File: src/rtl/scsa_pkg.sv
// ----------------------------------------------------------------------------
// scsa_pkg: shared definitions for the size class slot allocator
// Sizes of the pool, result codes, register indexes, controller states and
// the command and status bundles between controller and datapath.
// ----------------------------------------------------------------------------
package scsa_pkg;

  // Pool geometry
  localparam int SLOTS   = 100;
  localparam int BLOCKS  = 8;
  localparam int BLK_W   = $clog2(BLOCKS);
  localparam int SLOT_W  = 7;
  localparam int SIZE_W  = 16;

  // Free slot search looks at one chunk of a block's occupancy row per cycle
  localparam int CHUNK   = 8;
  localparam int CHUNK_B = $clog2(CHUNK);
  localparam int NCHUNK  = (SLOTS + CHUNK - 1) / CHUNK;
  localparam int CHUNK_W = SLOT_W - CHUNK_B;
  localparam int ROW_W   = NCHUNK * CHUNK;

  // Configuration port
  localparam int CFG_IDX_W  = 1;
  localparam int CFG_DATA_W = 16;
  localparam logic [CFG_IDX_W-1:0] REG_TINY_CAP  = 1'b0;
  localparam logic [CFG_IDX_W-1:0] REG_SMALL_CAP = 1'b1;
  localparam logic [SIZE_W-1:0] TINY_CAP_RESET  = 16'd128;
  localparam logic [SIZE_W-1:0] SMALL_CAP_RESET = 16'd1024;

  // Operation codes
  localparam logic OP_ALLOC = 1'b0;
  localparam logic OP_FREE  = 1'b1;

  // Result status codes
  typedef enum logic [1:0] {
    ST_OK        = 2'd0,
    ST_ZERO      = 2'd1,
    ST_TOO_LARGE = 2'd2,
    ST_NO_BLOCK  = 2'd3
  } status_t;

  // Controller states
  typedef enum logic [2:0] {
    S_IDLE,
    S_START,
    S_REL,
    S_SCAN,
    S_NOFIT,
    S_DONE
  } state_t;

  // Commands from the controller to the datapath
  typedef struct packed {
    logic    ld_req;
    logic    free_clear;
    logic    rel_step;
    logic    open_first;
    logic    scan_step;
    logic    nofit;
    logic    res_direct;
    status_t res_code;
    logic    out_load;
  } cmd_t;

  // Status from the datapath to the controller
  typedef struct packed {
    logic op_free;
    logic size_zero;
    logic any_active;
    logic hit;
    logic scan_end;
    logic rel_last;
  } stat_t;

endpackage

File: src/rtl/scsa_if.sv
// ----------------------------------------------------------------------------
// scsa channel interfaces
// Valid/ready channels for requests and for results.
// ----------------------------------------------------------------------------
interface scsa_in_if;
  logic                             valid;
  logic                             ready;
  logic                             operation;
  logic [scsa_pkg::SIZE_W-1:0]      request_size;
  logic [scsa_pkg::BLK_W-1:0]       block_index;
  logic [scsa_pkg::SLOT_W-1:0]      slot_index;

  modport source (output valid, operation, request_size, block_index, slot_index,
                  input ready);
  modport sink   (input valid, operation, request_size, block_index, slot_index,
                  output ready);
endinterface

interface scsa_out_if;
  logic                             valid;
  logic                             ready;
  logic [1:0]                       status;
  logic [scsa_pkg::BLK_W-1:0]       granted_block;
  logic [scsa_pkg::SLOT_W-1:0]      granted_slot;

  modport source (output valid, status, granted_block, granted_slot, input ready);
  modport sink   (input valid, status, granted_block, granted_slot, output ready);
endinterface

File: src/rtl/scsa_ctrl.sv
// ----------------------------------------------------------------------------
// scsa_ctrl: allocator controller
// Sequences one transaction at a time through free, release, scan and
// block opening, and owns the result valid flag.
// ----------------------------------------------------------------------------
module scsa_ctrl (
  input  logic             clk,
  input  logic             rst_n,
  input  logic             in_valid,
  output logic             in_ready,
  output logic             out_valid,
  input  logic             out_ready,
  input  scsa_pkg::stat_t  stat,
  output scsa_pkg::cmd_t   cmd
);

  scsa_pkg::state_t state_r, state_nxt;
  logic             out_valid_r, out_valid_nxt;
  logic             out_space;

  assign out_space = !out_valid_r || out_ready;
  assign in_ready  = (state_r == scsa_pkg::S_IDLE);
  assign out_valid = out_valid_r;

  // Next state
  always_comb begin
    state_nxt = state_r;
    unique case (state_r)
      scsa_pkg::S_IDLE: begin
        if (in_valid) state_nxt = scsa_pkg::S_START;
      end
      scsa_pkg::S_START: begin
        if (stat.op_free)        state_nxt = scsa_pkg::S_REL;
        else if (stat.size_zero) state_nxt = scsa_pkg::S_DONE;
        else                     state_nxt = scsa_pkg::S_SCAN;
      end
      scsa_pkg::S_REL: begin
        if (stat.rel_last) state_nxt = scsa_pkg::S_DONE;
      end
      scsa_pkg::S_SCAN: begin
        if (stat.hit)           state_nxt = scsa_pkg::S_DONE;
        else if (stat.scan_end) state_nxt = scsa_pkg::S_NOFIT;
      end
      scsa_pkg::S_NOFIT: state_nxt = scsa_pkg::S_DONE;
      scsa_pkg::S_DONE: begin
        if (out_space) state_nxt = scsa_pkg::S_IDLE;
      end
      default: state_nxt = scsa_pkg::S_IDLE;
    endcase
  end

  // Commands
  always_comb begin
    cmd = '0;
    cmd.res_code = scsa_pkg::ST_OK;
    unique case (state_r)
      scsa_pkg::S_IDLE: cmd.ld_req = in_valid;
      scsa_pkg::S_START: begin
        if (stat.op_free) begin
          cmd.free_clear = 1'b1;
          cmd.res_direct = 1'b1;
          cmd.res_code   = scsa_pkg::ST_OK;
        end else if (stat.size_zero) begin
          cmd.res_direct = 1'b1;
          cmd.res_code   = scsa_pkg::ST_ZERO;
        end else begin
          cmd.open_first = !stat.any_active;
        end
      end
      scsa_pkg::S_REL:   cmd.rel_step  = 1'b1;
      scsa_pkg::S_SCAN:  cmd.scan_step = 1'b1;
      scsa_pkg::S_NOFIT: cmd.nofit     = 1'b1;
      scsa_pkg::S_DONE:  cmd.out_load  = out_space;
      default: ;
    endcase
  end

  // Result valid flag: set on load, cleared when the result is taken
  always_comb begin
    out_valid_nxt = out_valid_r;
    if (out_valid_r && out_ready) out_valid_nxt = 1'b0;
    if (cmd.out_load)             out_valid_nxt = 1'b1;
  end

  always_ff @(posedge clk) begin
    if (!rst_n) begin
      state_r     <= scsa_pkg::S_IDLE;
      out_valid_r <= 1'b0;
    end else begin
      state_r     <= state_nxt;
      out_valid_r <= out_valid_nxt;
    end
  end

endmodule

File: src/rtl/scsa_dpath.sv
// ----------------------------------------------------------------------------
// scsa_dpath: allocator datapath
// Holds capacities, block state, slot occupancy rows, the scan counters,
// and the working and output result registers.
// ----------------------------------------------------------------------------
module scsa_dpath (
  input  logic                                clk,
  input  logic                                rst_n,
  input  logic                                in_operation,
  input  logic [scsa_pkg::SIZE_W-1:0]         in_request_size,
  input  logic [scsa_pkg::BLK_W-1:0]          in_block_index,
  input  logic [scsa_pkg::SLOT_W-1:0]         in_slot_index,
  input  logic                                cfg_we,
  input  logic [scsa_pkg::CFG_IDX_W-1:0]      cfg_index,
  input  logic [scsa_pkg::CFG_DATA_W-1:0]     cfg_data,
  input  scsa_pkg::cmd_t                      cmd,
  output scsa_pkg::stat_t                     stat,
  output logic [1:0]                          out_status,
  output logic [scsa_pkg::BLK_W-1:0]          out_granted_block,
  output logic [scsa_pkg::SLOT_W-1:0]         out_granted_slot
);

  logic [scsa_pkg::SIZE_W-1:0]   tiny_cap_r, small_cap_r;
  logic                          op_r;
  logic [scsa_pkg::SIZE_W-1:0]   size_r;
  logic [scsa_pkg::BLK_W-1:0]    fblk_r;
  logic [scsa_pkg::SLOT_W-1:0]   fslot_r;
  logic [scsa_pkg::BLOCKS-1:0]   active_r, is_small_r;
  logic [scsa_pkg::ROW_W-1:0]    occ_r [scsa_pkg::BLOCKS];
  logic [scsa_pkg::BLK_W-1:0]    b_r;
  logic [scsa_pkg::CHUNK_W-1:0]  c_r;
  scsa_pkg::status_t             res_status_r, out_status_r;
  logic [scsa_pkg::BLK_W-1:0]    res_blk_r, out_blk_r;
  logic [scsa_pkg::SLOT_W-1:0]   res_slot_r, out_slot_r;

  logic [scsa_pkg::SIZE_W-1:0]   cap_sel;
  logic                          elig;
  logic [scsa_pkg::ROW_W-1:0]    row_sel;
  logic [scsa_pkg::CHUNK-1:0]    chunk_bits, free_vec;
  logic [scsa_pkg::CHUNK_B-1:0]  pos;
  logic [scsa_pkg::SLOT_W-1:0]   hit_slot;
  logic                          hit, blk_done;
  logic [scsa_pkg::BLK_W-1:0]    nb;
  logic                          none_free, want_tiny, want_small, open_ok;
  logic                          free_ok;

  // Chunk of the current block's occupancy row under scan
  assign cap_sel    = is_small_r[b_r] ? small_cap_r : tiny_cap_r;
  assign elig       = active_r[b_r] && (size_r <= cap_sel);
  assign row_sel    = occ_r[b_r];
  assign chunk_bits = row_sel[c_r*scsa_pkg::CHUNK +: scsa_pkg::CHUNK];

  // Free slots of the chunk that exist, and the lowest of them
  always_comb begin
    logic [scsa_pkg::SLOT_W-1:0] idx;
    free_vec = '0;
    pos      = '0;
    for (int i = 0; i < scsa_pkg::CHUNK; i++) begin
      idx = {c_r, scsa_pkg::CHUNK_B'(i)};
      free_vec[i] = !chunk_bits[i] && (idx < scsa_pkg::SLOT_W'(scsa_pkg::SLOTS));
    end
    for (int i = scsa_pkg::CHUNK - 1; i >= 0; i--) begin
      if (free_vec[i]) pos = scsa_pkg::CHUNK_B'(i);
    end
  end

  assign hit      = elig && (|free_vec);
  assign hit_slot = {c_r, pos};
  assign blk_done = !elig || ((c_r == scsa_pkg::CHUNK_W'(scsa_pkg::NCHUNK - 1)) && !hit);

  // Lowest inactive block for opening
  always_comb begin
    nb = '0;
    for (int i = scsa_pkg::BLOCKS - 1; i >= 0; i--) begin
      if (!active_r[i]) nb = scsa_pkg::BLK_W'(i);
    end
  end

  assign none_free  = &active_r;
  assign want_tiny  = size_r < tiny_cap_r;
  assign want_small = size_r < small_cap_r;
  assign open_ok    = (want_tiny || want_small) && !none_free;
  assign free_ok    = (fslot_r < scsa_pkg::SLOT_W'(scsa_pkg::SLOTS)) && active_r[fblk_r];

  // Status toward the controller
  assign stat.op_free    = (op_r == scsa_pkg::OP_FREE);
  assign stat.size_zero  = (size_r == '0);
  assign stat.any_active = |active_r;
  assign stat.hit        = hit;
  assign stat.scan_end   = blk_done && (b_r == scsa_pkg::BLK_W'(scsa_pkg::BLOCKS - 1));
  assign stat.rel_last   = (b_r == scsa_pkg::BLK_W'(scsa_pkg::BLOCKS - 1));

  // Capacity registers
  always_ff @(posedge clk) begin
    if (!rst_n) begin
      tiny_cap_r  <= scsa_pkg::TINY_CAP_RESET;
      small_cap_r <= scsa_pkg::SMALL_CAP_RESET;
    end else if (cfg_we) begin
      if (cfg_index == scsa_pkg::REG_TINY_CAP)  tiny_cap_r  <= cfg_data;
      if (cfg_index == scsa_pkg::REG_SMALL_CAP) small_cap_r <= cfg_data;
    end
  end

  // Block state: activity and class
  always_ff @(posedge clk) begin
    if (!rst_n) begin
      active_r   <= '0;
      is_small_r <= '0;
    end else begin
      if (cmd.open_first) begin
        active_r[0]   <= 1'b1;
        is_small_r[0] <= 1'b0;
      end
      if (cmd.rel_step && active_r[b_r] && (row_sel == '0)) begin
        active_r[b_r]   <= 1'b0;
        is_small_r[b_r] <= 1'b0;
      end
      if (cmd.nofit && open_ok) begin
        active_r[nb]   <= 1'b1;
        is_small_r[nb] <= !want_tiny;
      end
    end
  end

  // Slot occupancy rows; an opened row is cleared, or holds only slot 0 when opened on no fit
  always_ff @(posedge clk) begin
    if (cmd.free_clear && free_ok)  occ_r[fblk_r][fslot_r] <= 1'b0;
    if (cmd.open_first)             occ_r[0] <= '0;
    if (cmd.scan_step && hit)       occ_r[b_r][hit_slot] <= 1'b1;
    if (cmd.nofit && open_ok)       occ_r[nb] <= scsa_pkg::ROW_W'(1);
  end

  // Request capture and scan counters
  always_ff @(posedge clk) begin
    if (cmd.ld_req) begin
      op_r    <= in_operation;
      size_r  <= in_request_size;
      fblk_r  <= in_block_index;
      fslot_r <= in_slot_index;
      b_r     <= '0;
      c_r     <= '0;
    end else if (cmd.rel_step) begin
      b_r <= b_r + 1'b1;
    end else if (cmd.scan_step && !hit) begin
      if (blk_done) begin
        b_r <= b_r + 1'b1;
        c_r <= '0;
      end else begin
        c_r <= c_r + 1'b1;
      end
    end
  end

  // Working result
  always_ff @(posedge clk) begin
    if (cmd.res_direct) begin
      res_status_r <= cmd.res_code;
      res_blk_r    <= '0;
      res_slot_r   <= '0;
    end else if (cmd.scan_step && hit) begin
      res_status_r <= scsa_pkg::ST_OK;
      res_blk_r    <= b_r;
      res_slot_r   <= hit_slot;
    end else if (cmd.nofit) begin
      res_blk_r  <= '0;
      res_slot_r <= '0;
      if (!(want_tiny || want_small)) begin
        res_status_r <= scsa_pkg::ST_TOO_LARGE;
      end else if (none_free) begin
        res_status_r <= scsa_pkg::ST_NO_BLOCK;
      end else begin
        res_status_r <= scsa_pkg::ST_OK;
        res_blk_r    <= nb;
      end
    end
  end

  // Output register
  always_ff @(posedge clk) begin
    if (cmd.out_load) begin
      out_status_r <= res_status_r;
      out_blk_r    <= res_blk_r;
      out_slot_r   <= res_slot_r;
    end
  end

  assign out_status        = out_status_r;
  assign out_granted_block = out_blk_r;
  assign out_granted_slot  = out_slot_r;

endmodule

File: src/rtl/size_class_slot_allocator.sv
// ----------------------------------------------------------------------------
// size_class_slot_allocator: segregated-fit slab allocator
// Grants and frees slots in up to eight blocks of 100 slots each, with a
// tiny or small size class per block.
// ----------------------------------------------------------------------------
//   Channel   Dir  Contents
//   in_ch     in   operation, request_size, block_index, slot_index
//   out_ch    out  status, granted_block, granted_slot
//   cfg_*     in   write enable, register index, 16-bit data
//
// One transaction is worked on at a time. A free clears the slot, then
// makes one release check per block before its result is registered. An
// allocate scans the blocks in order, skipping an ineligible block whole
// and searching an eligible one in 8-slot chunks (up to 13 per block), and
// opens a new block when nothing fits. Reset clears block state and loads
// the reset capacities at once; no clearing pass is needed. A stalled
// result is held in its register while the next transaction is accepted.
// ----------------------------------------------------------------------------
module size_class_slot_allocator (
  input  logic                              clk,
  input  logic                              rst_n,
  scsa_in_if.sink                           in_ch,
  scsa_out_if.source                        out_ch,
  input  logic                              cfg_we,
  input  logic [scsa_pkg::CFG_IDX_W-1:0]    cfg_index,
  input  logic [scsa_pkg::CFG_DATA_W-1:0]   cfg_data
);

  scsa_pkg::cmd_t  cmd;
  scsa_pkg::stat_t stat;

  // Transaction sequencing
  scsa_ctrl u_ctrl (
    .clk       (clk),
    .rst_n     (rst_n),
    .in_valid  (in_ch.valid),
    .in_ready  (in_ch.ready),
    .out_valid (out_ch.valid),
    .out_ready (out_ch.ready),
    .stat      (stat),
    .cmd       (cmd)
  );

  // Allocator state and results
  scsa_dpath u_dpath (
    .clk               (clk),
    .rst_n             (rst_n),
    .in_operation      (in_ch.operation),
    .in_request_size   (in_ch.request_size),
    .in_block_index    (in_ch.block_index),
    .in_slot_index     (in_ch.slot_index),
    .cfg_we            (cfg_we),
    .cfg_index         (cfg_index),
    .cfg_data          (cfg_data),
    .cmd               (cmd),
    .stat              (stat),
    .out_status        (out_ch.status),
    .out_granted_block (out_ch.granted_block),
    .out_granted_slot  (out_ch.granted_slot)
  );

endmodule
File: src/flat_wrapper.sv
// flat-port wrapper written by rule: the top's interface ports become plain ports
module size_class_slot_allocator_flat 
  (clk, rst_n, cfg_we, cfg_index, cfg_data, in_ch_valid, in_ch_operation, in_ch_request_size, in_ch_block_index, in_ch_slot_index, in_ch_ready, out_ch_valid, out_ch_status, out_ch_granted_block, out_ch_granted_slot, out_ch_ready);
  scsa_in_if in_ch_i ();
  scsa_out_if out_ch_i ();
  input  logic clk;
  input  logic rst_n;
  input  logic cfg_we;
  input  logic [scsa_pkg::CFG_IDX_W-1:0] cfg_index;
  input  logic [scsa_pkg::CFG_DATA_W-1:0] cfg_data;
  input wire logic [$bits(in_ch_i.valid)-1:0] in_ch_valid;
  input wire logic [$bits(in_ch_i.operation)-1:0] in_ch_operation;
  input wire logic [$bits(in_ch_i.request_size)-1:0] in_ch_request_size;
  input wire logic [$bits(in_ch_i.block_index)-1:0] in_ch_block_index;
  input wire logic [$bits(in_ch_i.slot_index)-1:0] in_ch_slot_index;
  output wire logic [$bits(in_ch_i.ready)-1:0] in_ch_ready;
  output wire logic [$bits(out_ch_i.valid)-1:0] out_ch_valid;
  output wire logic [$bits(out_ch_i.status)-1:0] out_ch_status;
  output wire logic [$bits(out_ch_i.granted_block)-1:0] out_ch_granted_block;
  output wire logic [$bits(out_ch_i.granted_slot)-1:0] out_ch_granted_slot;
  input wire logic [$bits(out_ch_i.ready)-1:0] out_ch_ready;
  assign in_ch_i.valid = in_ch_valid;
  assign in_ch_i.operation = in_ch_operation;
  assign in_ch_i.request_size = in_ch_request_size;
  assign in_ch_i.block_index = in_ch_block_index;
  assign in_ch_i.slot_index = in_ch_slot_index;
  assign in_ch_ready = in_ch_i.ready;
  assign out_ch_valid = out_ch_i.valid;
  assign out_ch_status = out_ch_i.status;
  assign out_ch_granted_block = out_ch_i.granted_block;
  assign out_ch_granted_slot = out_ch_i.granted_slot;
  assign out_ch_i.ready = out_ch_ready;
  size_class_slot_allocator u_core (.clk(clk), .rst_n(rst_n), .in_ch(in_ch_i), .out_ch(out_ch_i), .cfg_we(cfg_we), .cfg_index(cfg_index), .cfg_data(cfg_data));
endmodule
File: config.mk
export PLATFORM = sky130hd
export DESIGN_NAME = size_class_slot_allocator_flat
export DESIGN_NICKNAME = d
export VERILOG_FILES = /design/src/rtl/scsa_pkg.sv /design/src/rtl/scsa_if.sv /design/src/rtl/scsa_ctrl.sv /design/src/rtl/scsa_dpath.sv /design/src/rtl/size_class_slot_allocator.sv /design/src/flat_wrapper.sv
export SDC_FILE = /design/constraint.sdc
export NUM_CORES = 1
export LEC_CHECK = 0
export BUFFER_PORTS_ARGS = -buffer_cell sky130_fd_sc_hd__buf_2
export CAP_MARGIN = 20
export CORE_ASPECT_RATIO = 1.25
export CORE_MARGIN = 3
export CORE_UTILIZATION = 45
export CTS_CLUSTER_DIAMETER = 60
export CTS_CLUSTER_SIZE = 28
export DETAILED_ROUTE_END_ITERATION = 6
export PLACE_DENSITY = 0.61
export SLEW_MARGIN = 5
export SYNTH_ARGS = -nofsm -noshare
export SYNTH_HDL_FRONTEND = slang
export SYNTH_SLANG_ARGS = --single-unit
File: constraint.sdc
create_clock -name clk -period 26.3 [get_ports clk]
set_clock_uncertainty 0.1 [all_clocks]
set_input_delay 0 -clock clk [delete_from_list [all_inputs] [get_ports clk]]
set_output_delay 0 -clock clk [all_outputs]
set_load 0.03 [all_outputs]
==> flow_summary.toml, run 1 <==
[outcome]
status = "finished with violations"
violations = "design-rule violations"

[critical_path]
critPathMaxFanout = 56
slowest_delay_ns = 0.87
regToRegSetupSlack_ns = 16.46
crit_top_cell = "buf_4"
critical_path_class = "register to register"
crit_chain = "buf_4, buf_4, buf_4, buf_4, buf_4, mux2i_1, a22oi_1, nand3_1, a41oi_1, nor4_2, nor4_1, buf_4, a211o_1, nor2_1, a311o_1, nand3_4, buf_4, nor2_1"
cpMaxStageDelayCell = "buf_4"
reg2reg_to = "u_core.u_dpath.occ_r[4][97]"
r2r_cells = 18
crit_family = "buffers and inverters"
required_ns = 26.56
endpoint_kind = "register"
path_buf_inv = 7
critical_path_arrival_ns = 10.10
startpoint_type = "register"

[floorplanning]
io_pins = 63
core_area_sq_um = 96290
rows = 127
dieHeight_um = 355.1
dieWidth_um = 285.3
die_area_sq_um = 101300
initial_core_util = 0.4555

[placed_design]
place_ws_ns = 16.49
port-buffer-count = 62
dpl.hpwl_um = 72760
post_dp_cell_area_sq_um = 45320
gp_congestion = 0.9140

[sta]
rsz0062_at_grt = "false"
setup_violations = 0
period_needed_ns = 9.840
drv_slew = 0
fmax_mhz = 101.6
hold_slack_ns = 0.05815
setup_ws_ns = 16.46
hold_viol_final = 0
slew-limit-headroom = 0.09480
worstMarginPinSlew_ns = 1.358
tns_ns = 0
finalCritPeriodShare = 0.3742

[layout]
seqCellArea_sq_um = 27660
layout-drive-gt1-share = 0.09926
multi_input_area_sq_um = 14870
antenna_cells = 0
fin_area_sq_um = 48060
layout_commonest_cell = "nor2_1"
final_nets = 3699
fill_cells = 8719
most-common-layout-cells = "nor2_1, edfxtp_1, mux2i_1"
area_growth_pct = 9.561

[flow_run]
cap_violations = 0

[drt]
vias_per_cell = 6.034
drt_iter0_drc = 3142
wl_per_cell_um = 24.95
drc = 2
final_antenna_net_count = 0
num_vias = 29730
drt_first_pass_iters = 7
drt_wl_total_um = 122900

[logic_synthesis]
ys_warn_count = 0
avgSynthCellArea_sq_um = 12.38
ys.flop_type = "edfxtp_1"
synth-edff-count = 873
synthCells = 3542
syn-num-nets = 3644
async_flop_share = 0
ys_ff_latch = 945
syn_area_sq_um = 43870
yosys.cell_types.count = 71
seq_area_frac_synth = 0.6305

[power]
ir_worst_vdd_mv = 0.06760
power.total_mw = 4.257
powerDensity_nw_per_um2 = 88.57
leakage_nw = 14.60

[global_route]
grt_pass1_vias = 29040
antenna_found_initial = 1
use_met2 = 0.4139
grt_util_met1 = 0.3091
gr-total-overflow = 0
grtUsageTotal = 0.2369
busiest_layer = "met2"
grt_max_degree = 306
grt.met3_usage = 0.02953
grt_pass1_wl_um = 182200

[clock_tree]
cts_resized = 0
cts.root.buffer_cell = "clkbuf_16"
clock_path_buffers = 3
clk_pin_slew_ns = 0.10
cts_tree = "done"
clock_latency_ns = 0.67
cts_buffers = 50
cts_num_sinks = 945
h-tree-depth = 2

[min_path]
hold_start = "cfg_data[5]"
hold_depth = 4
holdCritPathClass = "input port to register"
whs_endpoint = "u_core.u_dpath.small_cap_r[5]"
routing by layer:
metal / vias up / share of wire
met5: - / 0
met4: 0 / 0.032
met3: 216 / 0.069
met2: 1139 / 0.50
met1: 15110 / 0.40
li1: 13270 / -
flip-flops by register name (all words and copies together), names as in the netlist, 2 cells and up, named ones only:
register                          cells
u_core.u_dpath.b_r                    3
u_core.u_dpath.out_status             2
u_core.u_dpath.fslot_r                7
u_core.u_dpath.is_small_r             8
u_core.u_dpath.c_r                    4
u_core.u_dpath.fblk_r                 3
u_core.u_dpath.active_r               8
u_core.u_dpath.tiny_cap_r            16
u_core.u_dpath.res_status_r           2
u_core.u_ctrl.state_r                 3
u_core.u_dpath.small_cap_r           16
u_core.u_dpath.size_r                16
u_core.u_dpath.out_granted_block      3
u_core.u_dpath.occ_r                832
u_core.u_dpath.out_granted_slot       7
u_core.u_dpath.res_slot_r             7
u_core.u_dpath.res_blk_r              3
metrics by stage:
| stage | utilization | cells |
|---|---|---|
| floorplan | - | 3542 |
| global placement | 0.4705 | 4732 |
| detailed placement | 0.4706 | 4733 |
| CTS | 0.4981 | 4915 |
| global route | 0.4991 | 4927 |
| finish | 0.4991 | 4927 |
cells in the mapped netlist (26+ instances only):
master	count	area share
nand4_1	27	0.0039
nor2_1	904	0.077
mux4_2	38	0.020
inv_1	51	0.0044
mux2i_1	352	0.080
a21oi_1	46	0.0052
ha_1	53	0.015
nand2_1	176	0.015
nand3_1	108	0.012
a221oi_1	87	0.017
clkbuf_1	101	0.0086
a21boi_0	38	0.0065
buf_6	26	0.0067
edfxtp_1	873	0.60
buf_2	77	0.0088
dfxtp_1	72	0.033
a22oi_1	183	0.031
nor4_1	35	0.0050
buf_4	33	0.0056
logic make-up after synthesis:
kind of cell / synth area share
compound gates: 0.08771
xor+xnor: 0.0001997
fa+ha+maj: 0.01512
buf+inv: 0.03488
flops: 0.6305
mux: 0.1027
simple gates: 0.1290
tightest hold or removal path, cell delays in order:
cell	delay, ns
dlygate4sd3_1	0.53
buf_2	0.13
nand2_1	0.05
a21boi_0	0.06
area by class of cell:
class	count	share of cell area
timing repair buffer	247	0.04074
clock inverter	36	0.008513
multi-input combinational	2300	0.3095
clock buffer	56	0.02783
sequential	945	0.5756
tap	1290	0.03358
inverter	53	0.004296
worst max-delay path by stage:
stage | depth (start not counted) | to
floorplan | 16 | u_core.u_dpath.occ_r[0][100]
global placement | 18 | u_core.u_dpath.occ_r[4][26]
detailed placement | 18 | u_core.u_dpath.occ_r[4][97]
CTS | 18 | u_core.u_dpath.occ_r[4][97]
global route | 18 | u_core.u_dpath.occ_r[4][73]
finish | 18 | u_core.u_dpath.occ_r[4][97]
where the power goes:
group	total (mW)	leakage [nW]	internal [mW]	switching [mW]
Combinational	1.46	5.79	0.424	1.03
Sequential	1.86	7.97	1.79	0.0682
Clock	0.942	0.846	0.406	0.536
Total	4.26	14.6	2.62	1.64
what timing repair did:
item | CTS | global route
hold buffers | 90 | 0
hold endpoints to repair | 79 | 0
buffers inserted | 0 | 0
(Power assumes the default switching activity.)
==> run 2, diff against run 1 <==
==> constraint.sdc (replaced) <==
create_clock -name clk -period 9.3 [get_ports clk]
set_clock_uncertainty 0.1 [all_clocks]
set_input_delay 0 -clock clk [delete_from_list [all_inputs] [get_ports clk]]
set_output_delay 0 -clock clk [all_outputs]
set_load 0.03 [all_outputs]
==> flow_summary.toml, run 2 (synthesis results as in run 1) <==
[critical_path]
r2r_cells = 16
critical_path_class = "register to register"
critical_path_arrival_ns = 7.58
slowest_delay_ns = 0.80
critPathMaxFanout = 60
endpoint_kind = "register"
cpMaxStageDelayCell = "nor4_2"
crit_family = "simple AND/OR/NAND/NOR gates"
path_buf_inv = 5
crit_chain = "buf_4, nor2b_4, buf_4, a22oi_1, nand3_1, a41oi_1, nor4_2, nor4_1, buf_4, a211o_1, nor2_1, a311o_1, nand3_4, buf_4, buf_4, nor2_1"
required_ns = 9.56
crit_top_cell = "buf_4"
regToRegSetupSlack_ns = 1.98
startpoint_type = "register"
reg2reg_to = "u_core.u_dpath.occ_r[6][10]"

[drt]
drt_wl_total_um = 121400
drt_first_pass_iters = 6
drt_iter0_drc = 3148
wl_per_cell_um = 24.50
vias_per_cell = 5.972
drc = 0
final_antenna_net_count = 0
num_vias = 29600

[floorplanning]
rows = 127
initial_core_util = 0.4555
dieHeight_um = 355.1
die_area_sq_um = 101300
core_area_sq_um = 96290
dieWidth_um = 285.3
io_pins = 63

[clock_tree]
clk_pin_slew_ns = 0.11
h-tree-depth = 2
cts_tree = "done"
cts_buffers = 48
cts_num_sinks = 945
postCtsSetupBuffers = 0
clock_path_buffers = 3
cts.root.buffer_cell = "clkbuf_16"
clock_latency_ns = 0.67

[global_route]
gr-total-overflow = 0
grtUsageTotal = 0.2352
grt_pass1_vias = 29170
grt_pass1_wl_um = 181900
antenna_found_initial = 1
grt_max_degree = 275

[placed_design]
dpl.hpwl_um = 74070
port-buffer-count = 62
gp_congestion = 0.9049
post_dp_cell_area_sq_um = 45720

[layout]
fin_area_sq_um = 48420
fill_cells = 8603
layout-drive-gt1-share = 0.1091
top_register = "u_core.u_dpath.occ_r"
seqCellArea_sq_um = 27670
final_nets = 3730
final_util = 0.5029
multi_input_area_sq_um = 14910
antenna_cells = 0
largest_reg_flops = 832
layout_commonest_cell = "nor2_1"
area_growth_pct = 10.39
most-common-layout-cells = "nor2_1, edfxtp_1, mux2i_1"

[sta]
finalCritPeriodShare = 0.7867
tns_ns = 0
slew-limit-headroom = 0.1159
worstMarginPinSlew_ns = 1.326
setup_violations = 0
hold_viol_final = 0
rsz0062_at_grt = "false"
period_needed_ns = 7.317
fmax_mhz = 136.7
drv_slew = 0

[min_path]
holdCritPathClass = "input port to register"
hold_start = "cfg_data[11]"
hold_depth = 4
whs_endpoint = "u_core.u_dpath.tiny_cap_r[11]"

[power]
powerDensity_nw_per_um2 = 250.9
ir_worst_vdd_mv = 0.2258
power.total_mw = 12.15
leakage_nw = 14.76

[outcome]
status = "completed"

[flow_run]
cap_violations = 0
==> run 2: cell count changes in the layout (fill, tap and decap cells not counted), sizes merged <==
| cell | previous run | this run |
|---|---|---|
| clkinv | 12 | 14 |
| buf | 154 | 184 |
| bufinv | 1 | 3 |
| inv | 72 | 66 |
| clkbuf | 59 | 63 |
| clkinvlp | 4 | 3 |
| dlygate4sd3 | 90 | 88 |
==> run 2: stage by stage <==
stage / worst slack, ns / instances / hold slack, ns
global route: 1.604 / 4956 / 0.06836
detailed placement: 2.085 / 4764 / 0.07809
floorplan: -0.6802 / 3542 / -0.001131
global placement: 2.166 / 4762 / 0.07608
CTS: 2.031 / 4940 / 0.03245
finish: 1.983 / 4956 / 0.06382
==> run 2: worst max path at each step <==
stage / startpoint / end / depth (start not counted) / slack [ns]
detailed placement: register / u_core.u_dpath.occ_r[6][82] / 16 / 2.08
global route: register / u_core.u_dpath.occ_r[6][66] / 16 / 1.60
global placement: register / u_core.u_dpath.occ_r[6][82] / 16 / 2.17
floorplan: u_core.u_dpath.b_r[0] / u_core.u_dpath.occ_r[0][100] / 14 / -0.68
finish: register / u_core.u_dpath.occ_r[6][10] / 16 / 1.98
CTS: register / u_core.u_dpath.occ_r[6][37] / 16 / 2.03
==> run 2: timing repair <==
| action | CTS | global route |
|---|---|---|
| resized for setup | 0 | 0 |
| endpoints found under the hold margin | 79 | 0 |
| hold buffers | 88 | 0 |
==> run 2: power by group <==
| part | internal, mW | switching, mW | total, mW |
|---|---|---|---|
| clock network | 1.15 | 1.47 | 2.62 |
| registers | 5.06 | 0.195 | 5.25 |
| logic | 1.31 | 2.97 | 4.28 |
| total | 7.52 | 4.63 | 12.2 |
==> run 2: layout make-up <==
| cell class | instances | share of cell area |
|---|---|---|
| clock buffer | 55 | 0.02667 |
| clock inverter | 33 | 0.008553 |
| inverter | 53 | 0.004186 |
| multi-input combinational | 2300 | 0.3080 |
| sequential | 945 | 0.5713 |
| tap | 1290 | 0.03333 |
| timing repair buffer | 280 | 0.04798 |
==> run 2: worst min-delay path: cells and delay by family <==
family | cells | cell delay (ns)
AOI/OAI and AO/OA | 1 | 0.06
and+or+nand+nor | 1 | 0.04
buffers and inverters | 2 | 0.66
==> run 2: per-layer routing <==
| layer | track usage | part of all wire | vias to the layer above |
|---|---|---|---|
| met5 | 0 | 0 | - |
| met4 | 0.08407 | 0.039 | 0 |
| met3 | 0.03286 | 0.070 | 239 |
| met2 | 0.4017 | 0.49 | 1075 |
| met1 | 0.3075 | 0.40 | 14960 |
| li1 | - | - | 13330 |
